## config.mk

```make
export PLATFORM = sky130hd
export DESIGN_NAME = adc_piecewise_calibrator
export DESIGN_NICKNAME = d
export VERILOG_FILES = /design/src/design/acp_pkg.sv /design/src/design/adc_piecewise_calibrator.sv
export SDC_FILE = /design/constraint.sdc
export NUM_CORES = 2
export LEC_CHECK = 0
export BUFFER_PORTS_ARGS = -buffer_cell sky130_fd_sc_hd__buf_2
export CORE_MARGIN = 5
export CORE_UTILIZATION = 45
export CTS_CLUSTER_DIAMETER = 50
export DETAILED_ROUTE_END_ITERATION = 6
export HOLD_SLACK_MARGIN = 0.15
export SKIP_LAST_GASP = 1
export SLEW_MARGIN = 20
export SYNTH_ARGS = -nofsm -noshare
export SYNTH_HDL_FRONTEND = slang
export SYNTH_SLANG_ARGS = --single-unit
```

## constraint.sdc

```tcl
create_clock -name clk -period 12.18 [get_ports clk]
set_input_delay 0.609 -clock clk [delete_from_list [all_inputs] [get_ports clk]]
set_output_delay 0.609 -clock clk [all_outputs]
set_load 0.02 [all_outputs]
```

## src/design/acp_pkg.sv

```systemverilog
// Shared constants for the two-segment ADC calibrator.
`default_nettype none

package acp_pkg;

    localparam int NUM_CHANNELS = 8;
    localparam int CAL_POINTS   = 3;
    localparam int CAL_DEPTH    = NUM_CHANNELS * CAL_POINTS;
    localparam int CAL_AW       = $clog2(CAL_DEPTH);

    localparam int CH_W    = 3;
    localparam int PT_W    = 2;
    localparam int CODE_W  = 24;
    localparam int FINE_W  = 31;
    localparam int MV_W    = 24;
    localparam int HUND_W  = 7;
    localparam int PACK_W  = 32;

    // request codes
    localparam logic REQ_WRITE   = 1'b0;
    localparam logic REQ_CONVERT = 1'b1;

    // calibration point codes; the fourth code names no point and its writes are dropped
    localparam logic [PT_W-1:0] PT_NEG    = 2'd0;
    localparam logic [PT_W-1:0] PT_ZERO   = 2'd1;
    localparam logic [PT_W-1:0] PT_POS    = 2'd2;
    localparam logic [PT_W-1:0] PT_UNUSED = 2'd3;

    // scaling: 6 V in 10 uV units
    localparam int                SCALE_W = 20;
    localparam logic [SCALE_W-1:0] SCALE_10UV = 20'd600000;

    // code differences are 25-bit signed, their magnitudes fit in 24 bits
    localparam int DIFF_W = CODE_W + 1;
    localparam int MAG_W  = CODE_W;
    localparam int NUM_W  = MAG_W + SCALE_W;
    localparam int CNT_W  = $clog2(NUM_W);

    // clipped magnitude of the fine value
    localparam int               QMAG_W     = 30;
    localparam logic [QMAG_W-1:0] FINE_LIMIT = 30'd838860799;

    // divide by 100 through a reciprocal: floor(a * RECIP / 2^37) for a < 2^30
    localparam int                RECIP_W     = 31;
    localparam logic [RECIP_W-1:0] RECIP_100   = 31'd1374389535;
    localparam int                RECIP_SHIFT = 37;
    localparam int                PROD_W      = QMAG_W + RECIP_W;
    localparam int                MVMAG_W     = 23;

endpackage

`default_nettype wire

```

## src/design/adc_piecewise_calibrator.sv

```systemverilog
// Two-segment linear calibration of 24-bit ADC codes, with a shared iterative divider.
`default_nettype none

// A convert word on a valid channel holds busy high and raises its result strobe as
// the sequencer returns to idle; a zero segment span ends the sequence early, and an
// unknown channel gives its strobe without going busy. A write word gives no result.
// No word is taken while busy; the divider is a 44-step restoring one. Results cannot
// be stalled. Reset (rst_n low, asynchronous) returns the sequencer to idle and drops
// the strobe; the calibration table is not cleared and must be written before use.
module adc_piecewise_calibrator (
    input  wire logic                              clk,
    input  wire logic                              rst_n,
    input  wire logic                              start,
    output logic                                   busy,
    input  wire logic                              req_type,
    input  wire logic [acp_pkg::CH_W-1:0]          channel,
    input  wire logic [acp_pkg::PT_W-1:0]          point_index,
    input  wire logic signed [acp_pkg::CODE_W-1:0] point_code,
    input  wire logic [acp_pkg::CODE_W-1:0]        raw_code,
    output logic                                   done,
    output logic [acp_pkg::CH_W-1:0]               channel_out,
    output logic signed [acp_pkg::FINE_W-1:0]      fine_value,
    output logic signed [acp_pkg::MV_W-1:0]        millivolts,
    output logic [acp_pkg::HUND_W-1:0]             hundredths,
    output logic signed [acp_pkg::PACK_W-1:0]      packed_value,
    output logic                                   span_zero,
    output logic                                   saturated
);
    import acp_pkg::*;

    // sequencer codes
    localparam logic [3:0] S_IDLE   = 4'd0;
    localparam logic [3:0] S_RD_MID = 4'd1;
    localparam logic [3:0] S_RD_SEG = 4'd2;
    localparam logic [3:0] S_SPAN   = 4'd3;
    localparam logic [3:0] S_MUL    = 4'd4;
    localparam logic [3:0] S_DIV    = 4'd5;
    localparam logic [3:0] S_SAT    = 4'd6;
    localparam logic [3:0] S_SCALE  = 4'd7;
    localparam logic [3:0] S_SPLIT  = 4'd8;

    logic [3:0] state_reg, state_next;
    logic       done_reg, done_next;

    // calibration table, one row of three codes per channel
    logic signed [CODE_W-1:0] cal_mem [CAL_DEPTH];
    logic signed [CODE_W-1:0] rd_data_reg;
    logic [CAL_AW-1:0]        rd_addr;
    logic [CAL_AW-1:0]        wr_addr;
    logic [CAL_AW-1:0]        row_base;
    logic                     wr_en;

    // working registers
    logic signed [CODE_W-1:0] x_reg;
    logic signed [CODE_W-1:0] mid_reg;
    logic [CH_W-1:0]          ch_reg;
    logic                     upper_reg;
    logic [MAG_W-1:0]         diff_mag_reg;
    logic [MAG_W-1:0]         den_reg;
    logic                     neg_reg;
    logic [NUM_W-1:0]         quo_reg;
    logic [MAG_W-1:0]         rem_reg;
    logic [CNT_W-1:0]         cnt_reg;
    logic [QMAG_W-1:0]        mag_reg;
    logic                     sat_reg;
    logic [PROD_W-1:0]        prod_reg;

    // result registers
    logic [CH_W-1:0]          ch_out_reg;
    logic signed [FINE_W-1:0] fine_reg;
    logic signed [MV_W-1:0]   mv_reg;
    logic [HUND_W-1:0]        hund_reg;
    logic signed [PACK_W-1:0] packed_reg;
    logic                     span_zero_reg;
    logic                     sat_out_reg;

    // combinational helpers
    logic                     accept;
    logic                     ch_ok;
    logic                     x_above_mid;
    logic signed [DIFF_W-1:0] diff_w;
    logic signed [DIFF_W-1:0] span_w;
    logic                     span_is_zero;
    logic [MAG_W:0]           trial_w;
    logic                     trial_ge;
    logic [MVMAG_W-1:0]       mv_mag_w;
    logic [HUND_W-1:0]        hund_w;
    logic signed [FINE_W-1:0] fine_w;
    logic signed [MV_W-1:0]   mv_w;

    assign busy   = (state_reg != S_IDLE);
    assign accept = start && !busy;
    assign ch_ok  = int'(channel) < NUM_CHANNELS;

    // table addressing: row = channel * 3, column = point
    assign wr_addr  = CAL_AW'(channel) * CAL_AW'(CAL_POINTS) + CAL_AW'(point_index);
    assign row_base = CAL_AW'(ch_reg) * CAL_AW'(CAL_POINTS);
    assign wr_en    = accept && (req_type == REQ_WRITE) && ch_ok && (point_index != PT_UNUSED);

    // while the zero code sits in the read register, pick the segment end to fetch
    assign x_above_mid = x_reg > rd_data_reg;

    always_comb
    begin
        case (state_reg)
            S_RD_SEG: rd_addr = row_base + CAL_AW'(x_above_mid ? PT_POS : PT_NEG);
            default:  rd_addr = row_base + CAL_AW'(PT_ZERO);
        endcase
    end

    always_ff @(posedge clk)
    begin
        if (wr_en)
        begin
            cal_mem[wr_addr] <= point_code;
        end
        rd_data_reg <= cal_mem[rd_addr];
    end

    // segment arithmetic, valid in S_SPAN when the segment end is in the read register
    assign diff_w = {x_reg[CODE_W-1], x_reg} - {mid_reg[CODE_W-1], mid_reg};
    assign span_w = upper_reg
                  ? ({rd_data_reg[CODE_W-1], rd_data_reg} - {mid_reg[CODE_W-1], mid_reg})
                  : ({mid_reg[CODE_W-1], mid_reg} - {rd_data_reg[CODE_W-1], rd_data_reg});
    assign span_is_zero = (span_w == '0);

    // one restoring divider step: shift in the next numerator bit, subtract if it fits
    assign trial_w  = {rem_reg, quo_reg[NUM_W-1]};
    assign trial_ge = trial_w >= {1'b0, den_reg};

    // split the clipped magnitude into millivolts and hundredths
    assign mv_mag_w = prod_reg[RECIP_SHIFT +: MVMAG_W];
    assign hund_w   = HUND_W'(mag_reg - QMAG_W'(mv_mag_w) * QMAG_W'(100));
    assign fine_w   = neg_reg ? -$signed({1'b0, mag_reg}) : $signed({1'b0, mag_reg});
    assign mv_w     = neg_reg ? -$signed({1'b0, mv_mag_w}) : $signed({1'b0, mv_mag_w});

    // sequencer
    always_comb
    begin
        state_next = state_reg;
        done_next  = 1'b0;
        case (state_reg)
            S_IDLE:
            begin
                if (accept && (req_type == REQ_CONVERT))
                begin
                    if (ch_ok)
                    begin
                        state_next = S_RD_MID;
                    end
                    else
                    begin
                        done_next = 1'b1;
                    end
                end
            end
            S_RD_MID: state_next = S_RD_SEG;
            S_RD_SEG: state_next = S_SPAN;
            S_SPAN:
            begin
                if (span_is_zero)
                begin
                    state_next = S_IDLE;
                    done_next  = 1'b1;
                end
                else
                begin
                    state_next = S_MUL;
                end
            end
            S_MUL: state_next = S_DIV;
            S_DIV:
            begin
                if (cnt_reg == CNT_W'(NUM_W - 1))
                begin
                    state_next = S_SAT;
                end
            end
            S_SAT:   state_next = S_SCALE;
            S_SCALE: state_next = S_SPLIT;
            S_SPLIT:
            begin
                state_next = S_IDLE;
                done_next  = 1'b1;
            end
            default: state_next = S_IDLE;
        endcase
    end

    always_ff @(posedge clk or negedge rst_n)
    begin
        if (!rst_n)
        begin
            state_reg <= S_IDLE;
            done_reg  <= 1'b0;
        end
        else
        begin
            state_reg <= state_next;
            done_reg  <= done_next;
        end
    end

    // datapath
    always_ff @(posedge clk)
    begin
        case (state_reg)
            S_IDLE:
            begin
                if (accept && (req_type == REQ_CONVERT))
                begin
                    x_reg  <= signed'(raw_code);
                    ch_reg <= channel;
                    if (!ch_ok)
                    begin
                        // unknown channel: zero result with the zero-span flag
                        ch_out_reg    <= channel;
                        fine_reg      <= '0;
                        mv_reg        <= '0;
                        hund_reg      <= '0;
                        packed_reg    <= '0;
                        span_zero_reg <= 1'b1;
                        sat_out_reg   <= 1'b0;
                    end
                end
            end
            S_RD_SEG:
            begin
                mid_reg   <= rd_data_reg;
                upper_reg <= x_above_mid;
            end
            S_SPAN:
            begin
                diff_mag_reg <= MAG_W'(diff_w[DIFF_W-1] ? -diff_w : diff_w);
                den_reg      <= MAG_W'(span_w[DIFF_W-1] ? -span_w : span_w);
                neg_reg      <= diff_w[DIFF_W-1] ^ span_w[DIFF_W-1];
                if (span_is_zero)
                begin
                    ch_out_reg    <= ch_reg;
                    fine_reg      <= '0;
                    mv_reg        <= '0;
                    hund_reg      <= '0;
                    packed_reg    <= '0;
                    span_zero_reg <= 1'b1;
                    sat_out_reg   <= 1'b0;
                end
            end
            S_MUL:
            begin
                quo_reg <= NUM_W'(SCALE_10UV) * NUM_W'(diff_mag_reg);
                rem_reg <= '0;
                cnt_reg <= '0;
            end
            S_DIV:
            begin
                rem_reg <= trial_ge ? MAG_W'(trial_w - {1'b0, den_reg}) : MAG_W'(trial_w);
                quo_reg <= {quo_reg[NUM_W-2:0], trial_ge};
                cnt_reg <= cnt_reg + CNT_W'(1);
            end
            S_SAT:
            begin
                if (quo_reg > NUM_W'(FINE_LIMIT))
                begin
                    mag_reg <= FINE_LIMIT;
                    sat_reg <= 1'b1;
                end
                else
                begin
                    mag_reg <= quo_reg[QMAG_W-1:0];
                    sat_reg <= 1'b0;
                end
            end
            S_SCALE:
            begin
                prod_reg <= PROD_W'(mag_reg) * PROD_W'(RECIP_100);
            end
            S_SPLIT:
            begin
                ch_out_reg    <= ch_reg;
                fine_reg      <= fine_w;
                mv_reg        <= mv_w;
                hund_reg      <= hund_w;
                packed_reg    <= {mv_w, 1'b0, hund_w};
                span_zero_reg <= 1'b0;
                sat_out_reg   <= sat_reg;
            end
            default:
            begin
            end
        endcase
    end

    assign done         = done_reg;
    assign channel_out  = ch_out_reg;
    assign fine_value   = fine_reg;
    assign millivolts   = mv_reg;
    assign hundredths   = hund_reg;
    assign packed_value = packed_reg;
    assign span_zero    = span_zero_reg;
    assign saturated    = sat_out_reg;

    // a result word only appears once the sequencer is back at rest
    assert property (@(posedge clk) disable iff (!rst_n) done |-> !busy)
        else $error("result strobe while sequencer busy");

    // an accepted convert on a valid channel keeps the block busy
    assert property (@(posedge clk) disable iff (!rst_n)
        (accept && (req_type == REQ_CONVERT) && ch_ok) |=> busy)
        else $error("convert word accepted without entering the sequence");

    assert property (@(posedge clk) disable iff (!rst_n)
        done |-> !(span_zero && saturated))
        else $error("zero span and saturation flagged together");

    assert property (@(posedge clk) disable iff (!rst_n)
        done |-> (hundredths < HUND_W'(100)))
        else $error("hundredths digits out of range");

    assert property (@(posedge clk) disable iff (!rst_n)
        (done && span_zero) |-> (fine_value == '0 && packed_value == '0))
        else $error("zero span result carries a value");

endmodule

`default_nettype wire

```

==> summary.txt <==
Drt
  – 1st-pass router iterations: 5
  – Final ANT Viol Nets: 0
  – Violation count after the first detailed-routing iteration: 2,584
  – DR WL/cell: 22.9 um
  – Routed WL: 160 mm
  – Via Count: 37.9k
  – Vias/cell: 5.44
  – Number of remaining DRC errors: 0

Floorplan
  – IO Count: 158
  – Starting density of the core: 45.2%
  – Die area: 146,000 um^2
  – Core Area: 137,000 um^2
  – Height of the die: 382 um
  – # rows: 136
  – Die width: 382 um

Worst hold path
  – Hold WC Path Type: in -> async

Final layout
  – Number of nets in the layout: 6,231
  – Leading cell types in the layout, fill and taps excluded: 871 x edfxtp_1, 840 x inv_1, 628 x ha_1, 459 x fa_1, 235 x nor2_1
  – Layout cells sized above 1: 11.8%
  – Fin util: 50.3%
  – Area growth from synthesis to layout: 11.2%
  – Largest register FFs: 576
  – Commonest non-fill, non-tap cell in the layout: edfxtp_1
  – Final std cells w/o fill: 6,978
  – Fill cell count: 11.9k

Critical path
  – Slowest stage cell, crit path: or4b_2
  – Crit path capture type: register
  – Worst Setup Start Kind: register
  – Worst reg2reg path startpoint: mag_reg[3]$_SDFFCE_PP1P_
  – RR Endpoint: prod_reg[58]$_DFFE_PP_
  – Critical path peak fanout: 10
  – Reg2reg path depth: 24
  – Cell chain of the critical path: inv_1 > ha_1 > inv_1 > fa_1 > fa_1 > fa_1 > inv_1 > fa_1 > fa_1 > fa_1 > inv_1 > fa_1 > inv_1 > ha_1 > a21oi_1 > o21ai_0 > o311a_1 > a2111o_1 > a211oi_1 > o21ai_0 > a31oi_1 > o21ai_0 > or4b_2 > o311ai_0
  – Crit path largest cell delay: 0.68 ns
  – WS Path Type: reg -> reg
  – Critical Path AT: 9.39 ns
  – Critical path required time: 12.71 ns
  – CP dominant cell by count: fa_1
  – Worst R2R Setup Slack: 3.32 ns

Global routing
  – Pin count of the biggest net entering global routing: 145
  – Initial antenna violation count: 2
  – All-Layer GR Usage: 21.9%
  – Number of global-route vias before repair: 39.0k
  – First-pass GRT wire length: 242 mm
  – Total grt overflow: 0

Job
  – MaxCap Viol Count: 0

CTS
  – CTS Sinks: 900
  – Clk pin slew, worst setup/hold paths: 0.06 ns
  – Max H-tree Level: 3
  – Root buffer cell: clkbuf_16
  – Clock latency on the worst-skew pair: 0.77 ns
  – Post-cts sizing count: 0
  – Longest Clk Path Bufs: 3
  – Total CTS buffers: 113
  – CTS tree: built

Timing
  – Final Max Tran Viols: 0
  – RSZ-0062 raised after global routing: false
  – Max-slew headroom: 23.9%
  – Final hold viol count: 0
  – Worst clock skew: 0.0727 ns
  – Fin Setup TNS: 0 ns
  – Slew @ Worst Pin: 1.14 ns
  – Final Cycle Share: 72.8%
  – Final setup fails: 0
  – Fin crit period: 8.86 ns
  – Hold Slack: 0.234 ns
  – Max Clock Freq: 113 MHz

Placed design
  – Placed Cells: 6,737
  – Final GP Congestion: 0.965
  – PortBufs: 156
  – Dpl hpwl: 121 mm

Synthesis
  – Seq cells post-synth: 900
  – Top FF cell, synth: edfxtp_1
  – Avg Cell Area, Syn: 12.7 um^2
  – Syn. warnings: 0
  – Synthesized area: 62,100 um^2
  – Unique masters post-synth: 94
  – Synth Instances: 4,903
  – Share of the synthesized area in the top cell type: 42.1%
  – Net Count, Synth: 6,049
  – Cell taking the most area after synthesis: edfxtp_1
  – Synth area leaders: edfxtp_1 42%, fa_1 15%, ha_1 13%, mux4_2 6.1%, inv_1 5.1%
  – Register area share after synthesis: 43.1%
  – EDFF count, synth: 871
  – Asr flop ratio synth: 0.556%

Status
  – Status: finished, final reports clean
[stage by stage]
step	setup WS (ns)	area (um^2)
6_report	3.32	69100
2_1_floorplan	1.36	62100
4_1_cts	3.30	69100
3_3_place_gp	3.41	64900
5_1_grt	2.82	69100
3_5_place_dp	3.35	65000
[routing by layer]
layer / vias up / track usage (%) / part of all wire (%)
li1: 17600 / - / -
met1: 19100 / 29.0 / 42
met2: 960 / 38.3 / 51
met3: 208 / 2.38 / 4.5
met4: 2 / 6.66 / 3.0
met5: - / 0 / 0.0044
[critical path: cells and delay by family, from the launching register on]
kind                     cells  cell delay, ns
AND/OR/NAND/NOR              1            0.68
adder cells (fa/ha/maj)      9            4.38
AO/OA/AOI/OAI                9            2.49
flip-flops                   1            0.65
buffers and inverters        5            0.45
[repair_timing]
action | CTS | global route
setup buffers | 0 | 0
hold buffers | 27 | 0
hold endpoints to repair | 31 | 0
[worst max-delay path by stage]
| stage | startpoint | end | slack (ns) | cells past startpoint |
|---|---|---|---|---|
| 4_1_cts | mag_reg[3]$_SDFFCE_PP1P_ | prod_reg[58]$_DFFE_PP_ | 3.30 | 24 |
| 3_3_place_gp | mag_reg[3]$_SDFFCE_PP1P_ | prod_reg[58]$_DFFE_PP_ | 3.41 | 24 |
| 2_1_floorplan | rd_data_reg[3]$_DFF_P_ | channel_out[0]$_DFFE_PP_ | 1.36 | 13 |
| 5_1_grt | mag_reg[27]$_SDFFCE_PP0P_ | prod_reg[58]$_DFFE_PP_ | 2.82 | 25 |
| 3_5_place_dp | mag_reg[3]$_SDFFCE_PP1P_ | prod_reg[58]$_DFFE_PP_ | 3.35 | 24 |
| 6_report | mag_reg[3]$_SDFFCE_PP1P_ | prod_reg[58]$_DFFE_PP_ | 3.32 | 24 |
[logic make-up after synthesis]
| group | count (synthesis) | synth area share, % |
|---|---|---|
| flops | 900 | 43.1 |
| simple gates | 793 | 6.26 |
| other cells | 1 | 0.00604 |
| compound gates | 722 | 7.40 |
| buf+inv | 989 | 6.18 |
| fa+ha+maj | 1089 | 27.5 |
| xor+xnor | 205 | 2.89 |
| mux | 204 | 6.67 |
[cells in the mapped netlist (37+ instances only)]
cell / count
edfxtp_1: 871
inv_1: 840
ha_1: 629
fa_1: 460
nor2_1: 262
a21oi_1: 234
mux4_2: 168
nand2_1: 162
o21ai_0: 132
xnor2_1: 125
a21o_1: 100
clkbuf_1: 94
xor2_1: 80
nand3_1: 66
nor3_1: 50
nand2b_1: 39
a211oi_1: 37
[layout make-up]
type	instances	area, um^2	share of cell area, %
Antenna cell	1	2.50	0.00362
Inverter	841	3160	4.57
Sequential cell	900	26800	38.8
Tap cell	1794	2240	3.25
Multi-Input combinational cell	3014	31700	46.0
Clock inverter	79	867	1.26
Clock buffer	134	2920	4.22
Timing Repair Buffer	215	1360	1.96
Power is left out: the tool's default activity adds up to more than one toggle a clock period on the data nets, which glitch-free logic cannot reach.
